$ cat src/rtl/core/ort_pkg.sv
// ----------------------------------------------------------------------------
// ort_pkg: shared definitions of the outstanding request tracker
// Types, codes and constants used by the controller and the datapath.
// ----------------------------------------------------------------------------
package ort_pkg;

  // Default sizes handed to the top level.
  localparam int SLOTS_DEF   = 16;
  localparam int TARGETS_DEF = 64;

  // Transaction id after reset and the ceiling of an outstanding count.
  localparam logic [31:0] TID_RESET = 32'h0000_0123;
  localparam logic [4:0]  OUTS_MAX  = 5'd31;
  localparam logic [31:0] M32       = 32'hFFFF_FFFF;

  // Configuration register indexes.
  localparam logic [1:0] CFG_SLOT_COUNT   = 2'd0;
  localparam logic [1:0] CFG_TARGET_LIMIT = 2'd1;
  localparam logic [1:0] CFG_TARGET_COUNT = 2'd2;

  // Completion status codes.
  localparam logic [1:0] ST_OK      = 2'd0;
  localparam logic [1:0] ST_TIMEOUT = 2'd1;

  // Statistic select codes.
  localparam logic [2:0] SEL_SENT    = 3'd0;
  localparam logic [2:0] SEL_OK      = 3'd1;
  localparam logic [2:0] SEL_TIMEOUT = 3'd2;
  localparam logic [2:0] SEL_ERROR   = 3'd3;
  localparam logic [2:0] SEL_MIN     = 3'd4;
  localparam logic [2:0] SEL_MAX     = 3'd5;
  localparam logic [2:0] SEL_AVG     = 3'd6;

  typedef enum logic [1:0] {
    REQ_ISSUE    = 2'd0,
    REQ_COMPLETE = 2'd1,
    REQ_STAT     = 2'd2,
    REQ_NONE     = 2'd3
  } req_t;

  typedef enum logic [2:0] {
    KIND_ISSUED    = 3'd0,
    KIND_MATCHED   = 3'd1,
    KIND_UNMATCHED = 3'd2,
    KIND_DONE      = 3'd3,
    KIND_STAT      = 3'd4
  } kind_t;

  // Per-target statistics record held in the target memory.
  typedef struct packed {
    logic [4:0]  outs;
    logic [31:0] sent;
    logic [31:0] ok;
    logic [31:0] tmo;
    logic [31:0] err;
    logic [31:0] min_lat;
    logic [31:0] max_lat;
    logic [63:0] total;
    logic [31:0] avg;
  } rec_t;

  typedef enum logic [1:0] {
    ADDR_IDX   = 2'd0,
    ADDR_SLOT  = 2'd1,
    ADDR_QUERY = 2'd2
  } addr_sel_t;

  // Commands from the controller to the datapath.
  typedef struct packed {
    logic      cap_in;
    logic      slot_clr;
    logic      slot_inc;
    logic      idx_init;
    logic      idx_reduce;
    logic      idx_step;
    logic      mem_rd;
    addr_sel_t addr_sel;
    logic      issue_commit;
    logic      comp_update;
    logic      div_start;
    logic      comp_commit;
    logic      out_unmatched;
    logic      out_done;
    logic      out_stat;
  } cmd_t;

  // Status from the datapath to the controller.
  typedef struct packed {
    req_t req;
    logic slot_end_issue;
    logic slot_end_all;
    logic slot_valid;
    logic tid_match;
    logic idx_ge_nt;
    logic j_end;
    logic qualifies;
    logic div_done;
    logic can_emit;
  } sts_t;

  // Increment that holds at the top of the range.
  function automatic logic [31:0] sat_inc32(input logic [31:0] v);
    sat_inc32 = (v == M32) ? v : v + 32'd1;
  endfunction

endpackage

$ cat src/rtl/core/ort_ctrl.sv
// ----------------------------------------------------------------------------
// ort_ctrl: sequencing state machine of the outstanding request tracker
// Steps the issue pass, completion and statistics read through the datapath.
// ----------------------------------------------------------------------------
module ort_ctrl (
  input  logic          clk,
  input  logic          rst,
  input  logic          in_valid,
  output logic          in_stall,
  input  ort_pkg::sts_t sts,
  output ort_pkg::cmd_t cmd
);

  typedef enum logic [14:0] {
    S_IDLE     = 15'h0001,
    S_DISPATCH = 15'h0002,
    S_ISCAN    = 15'h0004,
    S_IREDUCE  = 15'h0008,
    S_IRD      = 15'h0010,
    S_ICHK     = 15'h0020,
    S_IEMIT    = 15'h0040,
    S_IDONE    = 15'h0080,
    S_CSCAN    = 15'h0100,
    S_CUPD     = 15'h0200,
    S_CDIVST   = 15'h0400,
    S_CDIV     = 15'h0800,
    S_CEMIT    = 15'h1000,
    S_CUNM     = 15'h2000,
    S_SEMIT    = 15'h4000
  } state_t;

  state_t state;
  state_t state_next;

  // State register.
  always_ff @(posedge clk) begin
    if (rst) begin
      state <= S_IDLE;
    end else begin
      state <= state_next;
    end
  end

  // Input transfers are taken only between items.
  assign in_stall = (state != S_IDLE);

  // Next state and commands.
  always_comb begin
    state_next   = state;
    cmd          = '0;
    cmd.addr_sel = ort_pkg::ADDR_IDX;
    unique case (state)
      S_IDLE: begin
        if (in_valid) begin
          cmd.cap_in   = 1'b1;
          cmd.slot_clr = 1'b1;
          state_next   = S_DISPATCH;
        end
      end
      S_DISPATCH: begin
        unique case (sts.req)
          ort_pkg::REQ_ISSUE:    state_next = S_ISCAN;
          ort_pkg::REQ_COMPLETE: state_next = S_CSCAN;
          ort_pkg::REQ_STAT: begin
            cmd.mem_rd   = 1'b1;
            cmd.addr_sel = ort_pkg::ADDR_QUERY;
            state_next   = S_SEMIT;
          end
          default:               state_next = S_IDLE;
        endcase
      end
      S_ISCAN: begin
        if (sts.slot_end_issue) begin
          state_next = S_IDONE;
        end else if (sts.slot_valid) begin
          cmd.slot_inc = 1'b1;
        end else begin
          cmd.idx_init = 1'b1;
          state_next   = S_IREDUCE;
        end
      end
      S_IREDUCE: begin
        if (sts.j_end) begin
          state_next = S_IDONE;
        end else if (sts.idx_ge_nt) begin
          cmd.idx_reduce = 1'b1;
        end else begin
          state_next = S_IRD;
        end
      end
      S_IRD: begin
        cmd.mem_rd   = 1'b1;
        cmd.addr_sel = ort_pkg::ADDR_IDX;
        state_next   = S_ICHK;
      end
      S_ICHK: begin
        if (sts.qualifies) begin
          state_next = S_IEMIT;
        end else begin
          cmd.idx_step = 1'b1;
          state_next   = S_IREDUCE;
        end
      end
      S_IEMIT: begin
        if (sts.can_emit) begin
          cmd.issue_commit = 1'b1;
          cmd.slot_inc     = 1'b1;
          state_next       = S_ISCAN;
        end
      end
      S_IDONE: begin
        if (sts.can_emit) begin
          cmd.out_done = 1'b1;
          state_next   = S_IDLE;
        end
      end
      S_CSCAN: begin
        if (sts.slot_end_all) begin
          state_next = S_CUNM;
        end else if (sts.slot_valid && sts.tid_match) begin
          cmd.mem_rd   = 1'b1;
          cmd.addr_sel = ort_pkg::ADDR_SLOT;
          state_next   = S_CUPD;
        end else begin
          cmd.slot_inc = 1'b1;
        end
      end
      S_CUPD: begin
        cmd.comp_update = 1'b1;
        state_next      = S_CDIVST;
      end
      S_CDIVST: begin
        cmd.div_start = 1'b1;
        state_next    = S_CDIV;
      end
      S_CDIV: begin
        if (sts.div_done) begin
          state_next = S_CEMIT;
        end
      end
      S_CEMIT: begin
        if (sts.can_emit) begin
          cmd.comp_commit = 1'b1;
          state_next      = S_IDLE;
        end
      end
      S_CUNM: begin
        if (sts.can_emit) begin
          cmd.out_unmatched = 1'b1;
          state_next        = S_IDLE;
        end
      end
      S_SEMIT: begin
        if (sts.can_emit) begin
          cmd.out_stat = 1'b1;
          state_next   = S_IDLE;
        end
      end
      default: state_next = S_IDLE;
    endcase
  end

endmodule

$ cat config.mk
export PLATFORM = sky130hd
export DESIGN_NAME = ort_ctrl
export DESIGN_NICKNAME = d
export VERILOG_FILES = /design/src/rtl/core/ort_pkg.sv /design/src/rtl/core/ort_ctrl.sv
export SDC_FILE = /design/constraint.sdc
export NUM_CORES = 1
export LEC_CHECK = 0
export ABC_AREA = 1
export BUFFER_PORTS_ARGS = -buffer_cell sky130_fd_sc_hd__buf_4
export CORE_ASPECT_RATIO = 2
export CORE_UTILIZATION = 40
export CTS_BUF_LIST = sky130_fd_sc_hd__clkbuf_4
export DETAILED_ROUTE_END_ITERATION = 6
export SETUP_SLACK_MARGIN = 0.2
export SYNTH_ARGS = -nofsm -noshare
export SYNTH_HDL_FRONTEND = slang
export SYNTH_SLANG_ARGS = --single-unit
$ cat constraint.sdc
create_clock -name clk -period 2.2 [get_ports clk]
set_input_delay 0 -clock clk [delete_from_list [all_inputs] [get_ports clk]]
set_output_delay 0 -clock clk [all_outputs]
set_load 0.05 [all_outputs]
==> metrics.csv, run 1 <==
metric;value;unit
cpMaxStageDelayCell;dfxtp_1;
syn_nets;215;
largest_register;state;
cap_violations;0;
status;finished clean;
synth_seq_cells;15;
min_path_cells;4;
yosysMostFrequentCell;nor2_1;
reg_top3;state (15);
initialDrtViolationCount;28;
synth_warnings;0;
critPathKind;flop to output pin;
yosys.area.top_type;dfxtp_1;
r2r_start;state[8];
critPathLaunchType;flop;
cts_root_buffer;clkbuf_4;
finalWeightedCongestion;0.839;
switching_share;57.5;%
worstPathRequired;2.20;ns
die-area;0.00320;sq mm
syn2layout_area_growth;26.9;%
crit_path_cell_trace;nor2_2, nand2_2, nor2_4, nand2_1, nor2_2, nand2_1, o211ai_1, buf_4;
slew_violations;0;
ant_nets;0;
slowest_delay;0.34;ns
rrSetupSlack;0.39;ns
hold-path-endpoint;state[9];
p_seq_share;18.1;%
setup_viol;0;
dp_hpwl;2880;microns
switchingPower;0.00137;W
peakVddDrop;0.937;mV
antenna_found_initial;0;
tritoncts;yes;
cp_top_family;simple AND/OR/NAND/NOR gates;
viasPerCell;5.08;
syn-cell-area;0.00119;sq mm
clkSinkCount;15;
min_period;1.83;ns
fillerInstances;312;
die_h;79.1;microns
p_clk_share;6.7;%
setup_tns;0;ns
cts-buffers-inserted;3;
max_slew_margin;74.8;%
synth_top_family_by_area;simple AND/OR/NAND/NOR gates;
synth_edf_count;0;
insertion_delay;0.29;ns
power_leakage;0.824;nW
grt-ovfl-total;0;
die_width;40.5;microns
ys_seq_area_share;25.3;%
synthCells;201;
clk_pin_slew;0.09;ns
p_int;0.00101;W
gr-usage-all-layers;24.1;%
cts_max_level;1;
worst_pin_slew;0.377;ns
wire_per_inst;13.3;microns
skew;0.00373;ns
async_flop_share;0;%
cts_buffer_depth;2;
avgSynthCellArea;5.91;sq um
finalHoldViolCount;0;
synth-simple-area-share;60.3;%
synth_area_leaders;dfxtp_1 25%, nor2_1 16%, nand2_1 15%, inv_1 8.9%, nand3_1 5.5%;
p_per_area;1580;mW/mm^2
drive_gt1_share;24.8;%
endpoint_kind;output pin;
antennaDiodeCount;0;
worstPathArrival;1.83;ns
cp.buffers_inverters;1;
synth_top_area_share;25.3;%
rsz0062_at_grt;false;
vias;1356;
grt_max_degree;18;
port_buffers;30;
synthAdderAreaFrac;0;%
drt_pass1_iterations;4;
finalWirelength;3550;microns
first_global_vias;1207;
synthTopCellsByCount;51 x nor2_1, 49 x nand2_1, 28 x inv_1, 15 x dfxtp_1, 13 x nand3_1;
synth_flop_cell;dfxtp_1;
synthDistinctLibCells;24;
min_from;sts[7];
drcViolationCount;0;
r2r_cells;11;
nNetsFinal;253;
timing.rr.end;state[8];
period_share;83.3;%
min_path_type;input pin to flop;
synthMuxAreaShare;0;%
initial_core_util;42.9;%
combinationalPowerShare;75.2;%
rows;27;
core-area;0.00277;sq mm
fin_util;54.4;%
critPathMaxFanout;6;
grt_pass1_wl;5280;microns
largest_reg_flops;15;
max_freq;546;MHz
synth_compound_area_share;3.06;%
yosys.area_share.xor_xnor;0;%
io-pin-count;31;
## kinds of logic (layout without fill, tap and decap cells)
group                  after synthesis  count (layout)
DFF                                 15              15
AOI/OAI and AO/OA                    6               6
and+or+nand+nor                    148             149
buffers and inverters               32              68
## worst register-to-register path: stages, from the launching register on
cell     delay (ns)
dfxtp_1        0.40
nor2_2         0.07
nand2_2        0.15
nor2_4         0.09
buf_4          0.14
nand3_1        0.07
nand3_1        0.12
nor2_4         0.17
inv_1          0.06
nor2_1         0.32
nor2_1         0.07
nor2_1         0.11
## worst max-delay path by stage
stage	startpoint	endpoint	slack (ns)	cells past startpoint
2_1_floorplan	state[12]	cmd[15]	0.29	7
3_3_place_gp	state[12]	state[3]	0.47	10
3_5_place_dp	state[12]	state[7]	0.40	10
4_1_cts	state[12]	cmd[9]	0.23	8
5_1_grt	state[10]	cmd[9]	0.20	8
6_report	state[10]	cmd[9]	0.37	8
## cell usage in the layout (no fill, tap or decap), types with 2 or more instances in the layout
master and count:
and3_1 2, buf_4 34, clkbuf_4 3, dfxtp_1 15, inv_1 28, nand2_1 49, nand2_2 4, nand2_4 3
nand3_1 13, nand4_1 8, nor2_1 49, nor2_2 7, nor2_4 5, nor3_1 5, o21ai_1 2
## per-stage QoR
stage          cells  total power, W  hold WS [ns]  cell area (sq um)  setup WS, ns
3_5_place_dp     257         0.00201         0.242               1430         0.402
2_1_floorplan    201         0.00173        0.0783               1190         0.293
6_report         267         0.00239        0.0336               1510         0.368
3_3_place_gp     257         0.00199         0.242               1430         0.470
5_1_grt          267         0.00259        0.0533               1510         0.199
4_1_cts          262         0.00218        0.0242               1470         0.233
## area by class of cell
class	count	area (sq um)	area share [%]
sequential	15	300	19.9
inverter	29	109	7.23
timing repair buffer	35	265	17.6
multi-input combinational	155	768	51.0
clock inverter	1	5.00	0.332
tap	29	36.3	2.41
clock buffer	3	22.5	1.50
## power groups by stage
stage,Combinational (W),Sequential (W),Clock (W)
CTS,0.00158,0.000432,0.000168
detailed placement,0.00157,0.000438,0
global placement,0.00156,0.000432,0
global route,0.00197,0.000443,0.000179
floorplan,0.00131,0.000425,0
finish,0.00180,0.000431,0.000160
## per-layer routing
| layer | vias to the layer above | part of all wire (%) | track usage [%] |
|---|---|---|---|
| li1 | 698 | - | - |
| met2 | 42 | 57 | 43.3 |
| met1 | 605 | 36 | 24.0 |
| met5 | - | 0 | 0 |
| met3 | 11 | 3.9 | 3.35 |
| met4 | 0 | 3.8 | 12.0 |
## timing repair
| item | in CTS | in global routing |
|---|---|---|
| endpoints found under the hold margin | 5 | 0 |
| resized for setup | 0 | 1 |
| setup endpoints to repair | 0 | 4 |
| setup buffers | 0 | 4 |
| hold buffers | 1 | 0 |
No activity file was read; power rests on OpenSTA's default activity.
==> run 2, diff against run 1 <==
==> constraint.sdc (replaced) <==
create_clock -name clk -period 1.8 [get_ports clk]
set_input_delay 0 -clock clk [delete_from_list [all_inputs] [get_ports clk]]
set_output_delay 0 -clock clk [all_outputs]
set_load 0.05 [all_outputs]
==> run 2 against run 1 <==
  * Setup slack got worse by 0.33 ns
  * Routed wire length up 24%
  * Final cell count up 11%
  * Hold slack lost 0.0043 ns
  * Clock power grew 29%
  * Sequential share of layout area decreased by 4.7 points
  * Critical path type is now flop to flop
  * Sequential cell count unchanged
  * Global-route usage increased by 2.4 points
  * Non-clock buffer count is 28 higher
  * Sequential power grew 32%
  * Highest routed layer unchanged
==> metrics.csv, run 2 (synthesis results as in run 1) <==
metric;value;unit
status;finished clean;
drcViolationCount;0;
clkSinkCount;15;
syn2layout_area_growth;79.9;%
crit_path_cell_trace;nor2_4, buf_4, nand2_1, nor2_1, nand3_1, nand3_2, nor2_4, buf_12, nand3_4, nand2_1, nand2_1, nor2_1;
critPathLaunchType;flop;
largest_register;state;
cp.buffers_inverters;2;
port_buffers;30;
cts-buffers-inserted;3;
largest_reg_flops;15;
core-area;0.00277;sq mm
grt_pass1_wl;6000;microns
power_leakage;1.08;nW
max_slew_margin;69.4;%
cap_violations;0;
antennaDiodeCount;0;
drive_gt1_share;57.7;%
met1_length;1490;microns
final_common_cell;buf_4;
dp_hpwl;2830;microns
crit_path_start;state[5];
min_path_type;input pin to flop;
first_global_vias;1437;
min_period;1.76;ns
max_freq;569;MHz
rsz0062_at_grt;true;
design_area;0.00214;sq mm
die_width;40.5;microns
grt-ovfl-total;0;
cts_root_buffer;clkbuf_4;
cp_top_family;simple AND/OR/NAND/NOR gates;
final_cells;296;
route.met3.wl;113;microns
drt_pass1_iterations;4;
crit_path_frequent_cell;nand2_1;
cts_buffer_depth;2;
endpoint_kind;flop;
top_layer_used;met4;
worstPathRequired;2.00;ns
skew;0.00614;ns
dp_cells;259;
finalHoldViolCount;0;
wl_met2;2640;microns
worst_pin_slew;0.458;ns
ant_nets;0;
cpMaxStageDelayCell;dfxtp_2;
reg_top3;state (15);
die_h;79.1;microns
r2r_start;state[5];
peakVddDrop;1.37;mV
gr-usage-all-layers;26.5;%
period_share;97.7;%
dpl_cell_area;0.00149;sq mm
finalWeightedCongestion;0.916;
wire_per_inst;14.8;microns
worstPathArrival;1.95;ns
min_from;sts[3];
finalWirelength;4390;microns
critPathMaxFanout;5;
critPathKind;flop to flop;
grt_max_degree;11;
initial_core_util;42.9;%
setup_viol;0;
vias;1560;
slowest_delay;0.35;ns
tritoncts;yes;
insertion_delay;0.29;ns
slew_violations;0;
initialDrtViolationCount;34;
p_per_area;1960;mW/mm^2
viasPerCell;5.27;
die-area;0.00320;sq mm
nNetsFinal;282;
io-pin-count;31;
cts_max_level;1;
rows;27;
clk_pin_slew;0.11;ns
mostFrequentLayoutCells;34 x buf_4, 32 x nand2_1, 29 x nor2_1;
antenna_found_initial;0;
-- run 2: changes by cell type in the layout (fill, tap and decap cells not counted), sizes merged --
cell / delta
buf: +27
clkinvlp: +2
inv: -2
nand3: +2
dlygate4sd3: +1
nor2: -1
-- run 2: final timing paths --
path	slack, ns	depth (start not counted)	end
min reg2reg	0.53	2	state[12]
max	0.04	12	state[11]
min	0.03	4	state[4]
max reg2reg	0.04	12	state[11]
-- run 2: worst min-delay path, stage by stage --
cell and delay (ns):
buf_4 0.07, inv_1 0.05, nand3_1 0.12, nor3_2 0.05
-- run 2: through the flow --
step / util, % / total power (W) / setup TNS [ns] / hold slack [ns] / setup slack, ns
detailed placement: 53.9 / 0.00270 / 0 / 0.242 / 0.0656
global placement: 53.9 / 0.00268 / 0 / 0.239 / 0.0906
floorplan: - / 0.00225 / 0 / 0.0708 / 0.101
finish: 77.1 / 0.00418 / 0 / 0.0293 / 0.0420
global route: 77.1 / 0.00441 / -0.135 / 0.0328 / -0.0403
CTS: 68.6 / 0.00371 / 0 / 0.0327 / 0.124
-- run 2: repair_timing --
| action | 4_1_cts | 5_1_grt |
|---|---|---|
| gates resized for setup | 41 | 59 |
| hold buffers | 2 | 0 |
| endpoints found under the setup margin | 27 | 32 |
| gates cloned | 2 | 0 |
| setup buffers | 23 | 6 |
| hold endpoints to repair | 5 | 0 |
| pin swaps | 20 | 25 |
-- run 2: where the power goes --
group	internal, W	leakage (nW)	switching [W]
Combinational	0.00141	0.928	0.00200
Clock	0.0000825	0.0177	0.000125
Sequential	0.000465	0.129	0.000102
-- run 2: layout make-up --
type | count | area (sq um)
inverter | 29 | 119
clock inverter | 1 | 5.00
multi-input combinational | 156 | 1020
sequential | 15 | 325
clock buffer | 3 | 22.5
tap | 29 | 36.3
timing repair buffer | 63 | 603
fill | 217 | 634
-- run 2: metal layers --
metal	vias to the layer above	track usage, %
li1	761	-
met1	743	24.3
met2	42	50.5
met3	14	2.51
met4	0	13.0
met5	-	0
==> run 3, diff against run 2 <==
--- a/config.mk
+++ b/config.mk
@@ -9,7 +9,7 @@
 export BUFFER_PORTS_ARGS = -buffer_cell sky130_fd_sc_hd__buf_4
 export CORE_ASPECT_RATIO = 2
 export CORE_UTILIZATION = 40
-export CTS_BUF_LIST = sky130_fd_sc_hd__clkbuf_4
+export CTS_BUF_LIST = sky130_fd_sc_hd__clkbuf_8
 export DETAILED_ROUTE_END_ITERATION = 6
 export SETUP_SLACK_MARGIN = 0.2
 export SYNTH_ARGS = -nofsm -noshare
==> run 3 against run 2 <==
  * Die area unchanged
  * Final cell count decreased by 4.4%
  * Register-to-register slack gained 0.07 ns
  * Fmax rose by 2.8%
  * Combinational power down 6.2%
  * First-iteration DRC count increased by 26%
  * Clock skew hardly changed
  * Critical path depth shrank 3
  * Via count fell by 4.6%
  * Clock power is 40% higher
  * Sequential share of layout area rose by 1.6 points
  * Clock-buffer cell count is the same
  * Critical endpoint is now cmd[9]
  * Largest cell class unchanged
==> metrics.csv, run 3 (synthesis results as in run 1) <==
metric;value;unit
slew_violations;0;
gr-usage-all-layers;26.4;%
drcViolationCount;0;
syn2layout_area_growth;62.5;%
cts_buffer_depth;2;
largest_register;state;
p_per_area;2100;mW/mm^2
first_global_vias;1407;
cp.buffers_inverters;2;
cap_violations;0;
power_leakage;0.999;nW
cts-buffers-inserted;3;
min_from;sts[7];
viasPerCell;5.26;
max_slew_margin;77.3;%
critPathLaunchType;flop;
largest_reg_flops;15;
grt_max_degree;11;
initialDrtViolationCount;43;
insertion_delay;0.25;ns
peakVddDrop;1.23;mV
setup_viol;0;
antenna_found_initial;0;
drt_pass1_iterations;4;
cts_root_buffer;clkbuf_8;
crit_path_cell_trace;nor2_4, nand2_4, nor2_4, buf_4, nand2_4, nor2_4, nand2_4, o211ai_1, buf_4;
core-area;0.00277;sq mm
cp_top_family;simple AND/OR/NAND/NOR gates;
min_path_cells;4;
hold-path-endpoint;state[9];
port_buffers;30;
finalWeightedCongestion;0.916;
endpoint_kind;output pin;
finalWirelength;3980;microns
rsz0062_at_grt;true;
p_total;0.00405;W
rows;27;
r2r_start;state[10];
tritoncts;yes;
clk_pin_slew;0.07;ns
initial_core_util;42.9;%
critPathKind;flop to output pin;
cpMaxStageDelayCell;dfxtp_4;
skew;0.00641;ns
post-place-ws;0.0656;ns
worst_pin_slew;0.339;ns
cts_max_level;1;
period_share;95.0;%
worstPathRequired;1.80;ns
drive_gt1_share;47.6;%
die_h;79.1;microns
antennaDiodeCount;0;
finalHoldViolCount;0;
grt_pass1_wl;5920;microns
ant_nets;0;
nNetsFinal;269;
hold_slack;0.0468;ns
rrSetupSlack;0.11;ns
setup_tns;0;ns
dp_hpwl;2830;microns
timing.rr.end;state[11];
clkSinkCount;15;
layout_setup_ws;0.0896;ns
wire_per_inst;14.1;microns
worstPathArrival;1.71;ns
min_period;1.71;ns
vias;1489;
mostFrequentLayoutCells;41 x nor2_1, 38 x nand2_1, 34 x buf_4;
critPathMaxFanout;4;
die-area;0.00320;sq mm
io-pin-count;31;
r2r_cells;11;
slowest_delay;0.35;ns
reg_top3;state (15);
worst-path-stages;9;
final_common_cell;nor2_1;
max_freq;585;MHz
grt-ovfl-total;0;
die_width;40.5;microns
min_path_type;input pin to flop;
status;finished clean;
run 3: changes by cell type in the layout (fill, tap and decap cells not counted), sizes merged:
cell | previous run | this run
dlygate4sd3 | 2 | 1
buf | 61 | 49
run 3: worst reg2reg max path, stage by stage (launching register included):
cell        delay (ns)
dfxtp_2           0.37
nor2_4            0.05
nand2_4           0.08
nor2_4            0.05
buf_6             0.12
nand4_1           0.11
clkinvlp_4        0.14
nor2_4            0.20
buf_12            0.14
nand3_4           0.15
nor2_2            0.14
nor2_1            0.04
run 3: final cells by class:
class                           count  area [sq um]
Multi-Input combinational cell    156           941
Fill cell                         258           841
Timing Repair Buffer               50           459
Sequential cell                    15           325
Inverter                           29           121
Clock buffer                        3          41.3
Tap cell                           29          36.3
Clock inverter                      1          5.00
run 3: per-stage QoR:
stage	cells	util, %	area [sq um]
finish	283	69.6	1930
global placement	259	53.9	1490
detailed placement	259	53.9	1490
CTS	279	65.4	1810
global route	283	69.6	1930
floorplan	201	-	1240
run 3: timing repair:
| action | 4_1_cts | 5_1_grt |
|---|---|---|
| cloned | 2 | 0 |
| gates resized for setup | 35 | 25 |
| hold buffers | 1 | 0 |
| endpoints found under the hold margin | 5 | 0 |
| pin swaps | 19 | 12 |
| buffers inserted | 13 | 4 |
| setup endpoints to repair | 23 | 27 |
run 3: metal layers:
| metal | vias to the layer above | GRT usage [%] | part of all wire [%] |
|---|---|---|---|
| li1 | 741 | - | - |
| met1 | 668 | 24.3 | 33 |
| met2 | 61 | 49.8 | 57 |
| met3 | 19 | 2.23 | 4.1 |
| met4 | 0 | 14.0 | 6.1 |
| met5 | - | 0 | 0 |
run 3: worst max path at each step:
stage | startpoint | end | slack, ns
CTS | state[10] | state[14] | 0.12
global route | state[13] | cmd[9] | 0.02
floorplan | state[6] | state[14] | 0.10
global placement | state[12] | state[3] | 0.09
detailed placement | state[10] | state[3] | 0.07
finish | state[13] | cmd[9] | 0.09
run 3: report_power, final:
group          internal, W  switching, W
sequential        0.000465      0.000101
combinational      0.00134       0.00186
clock             0.000154      0.000135
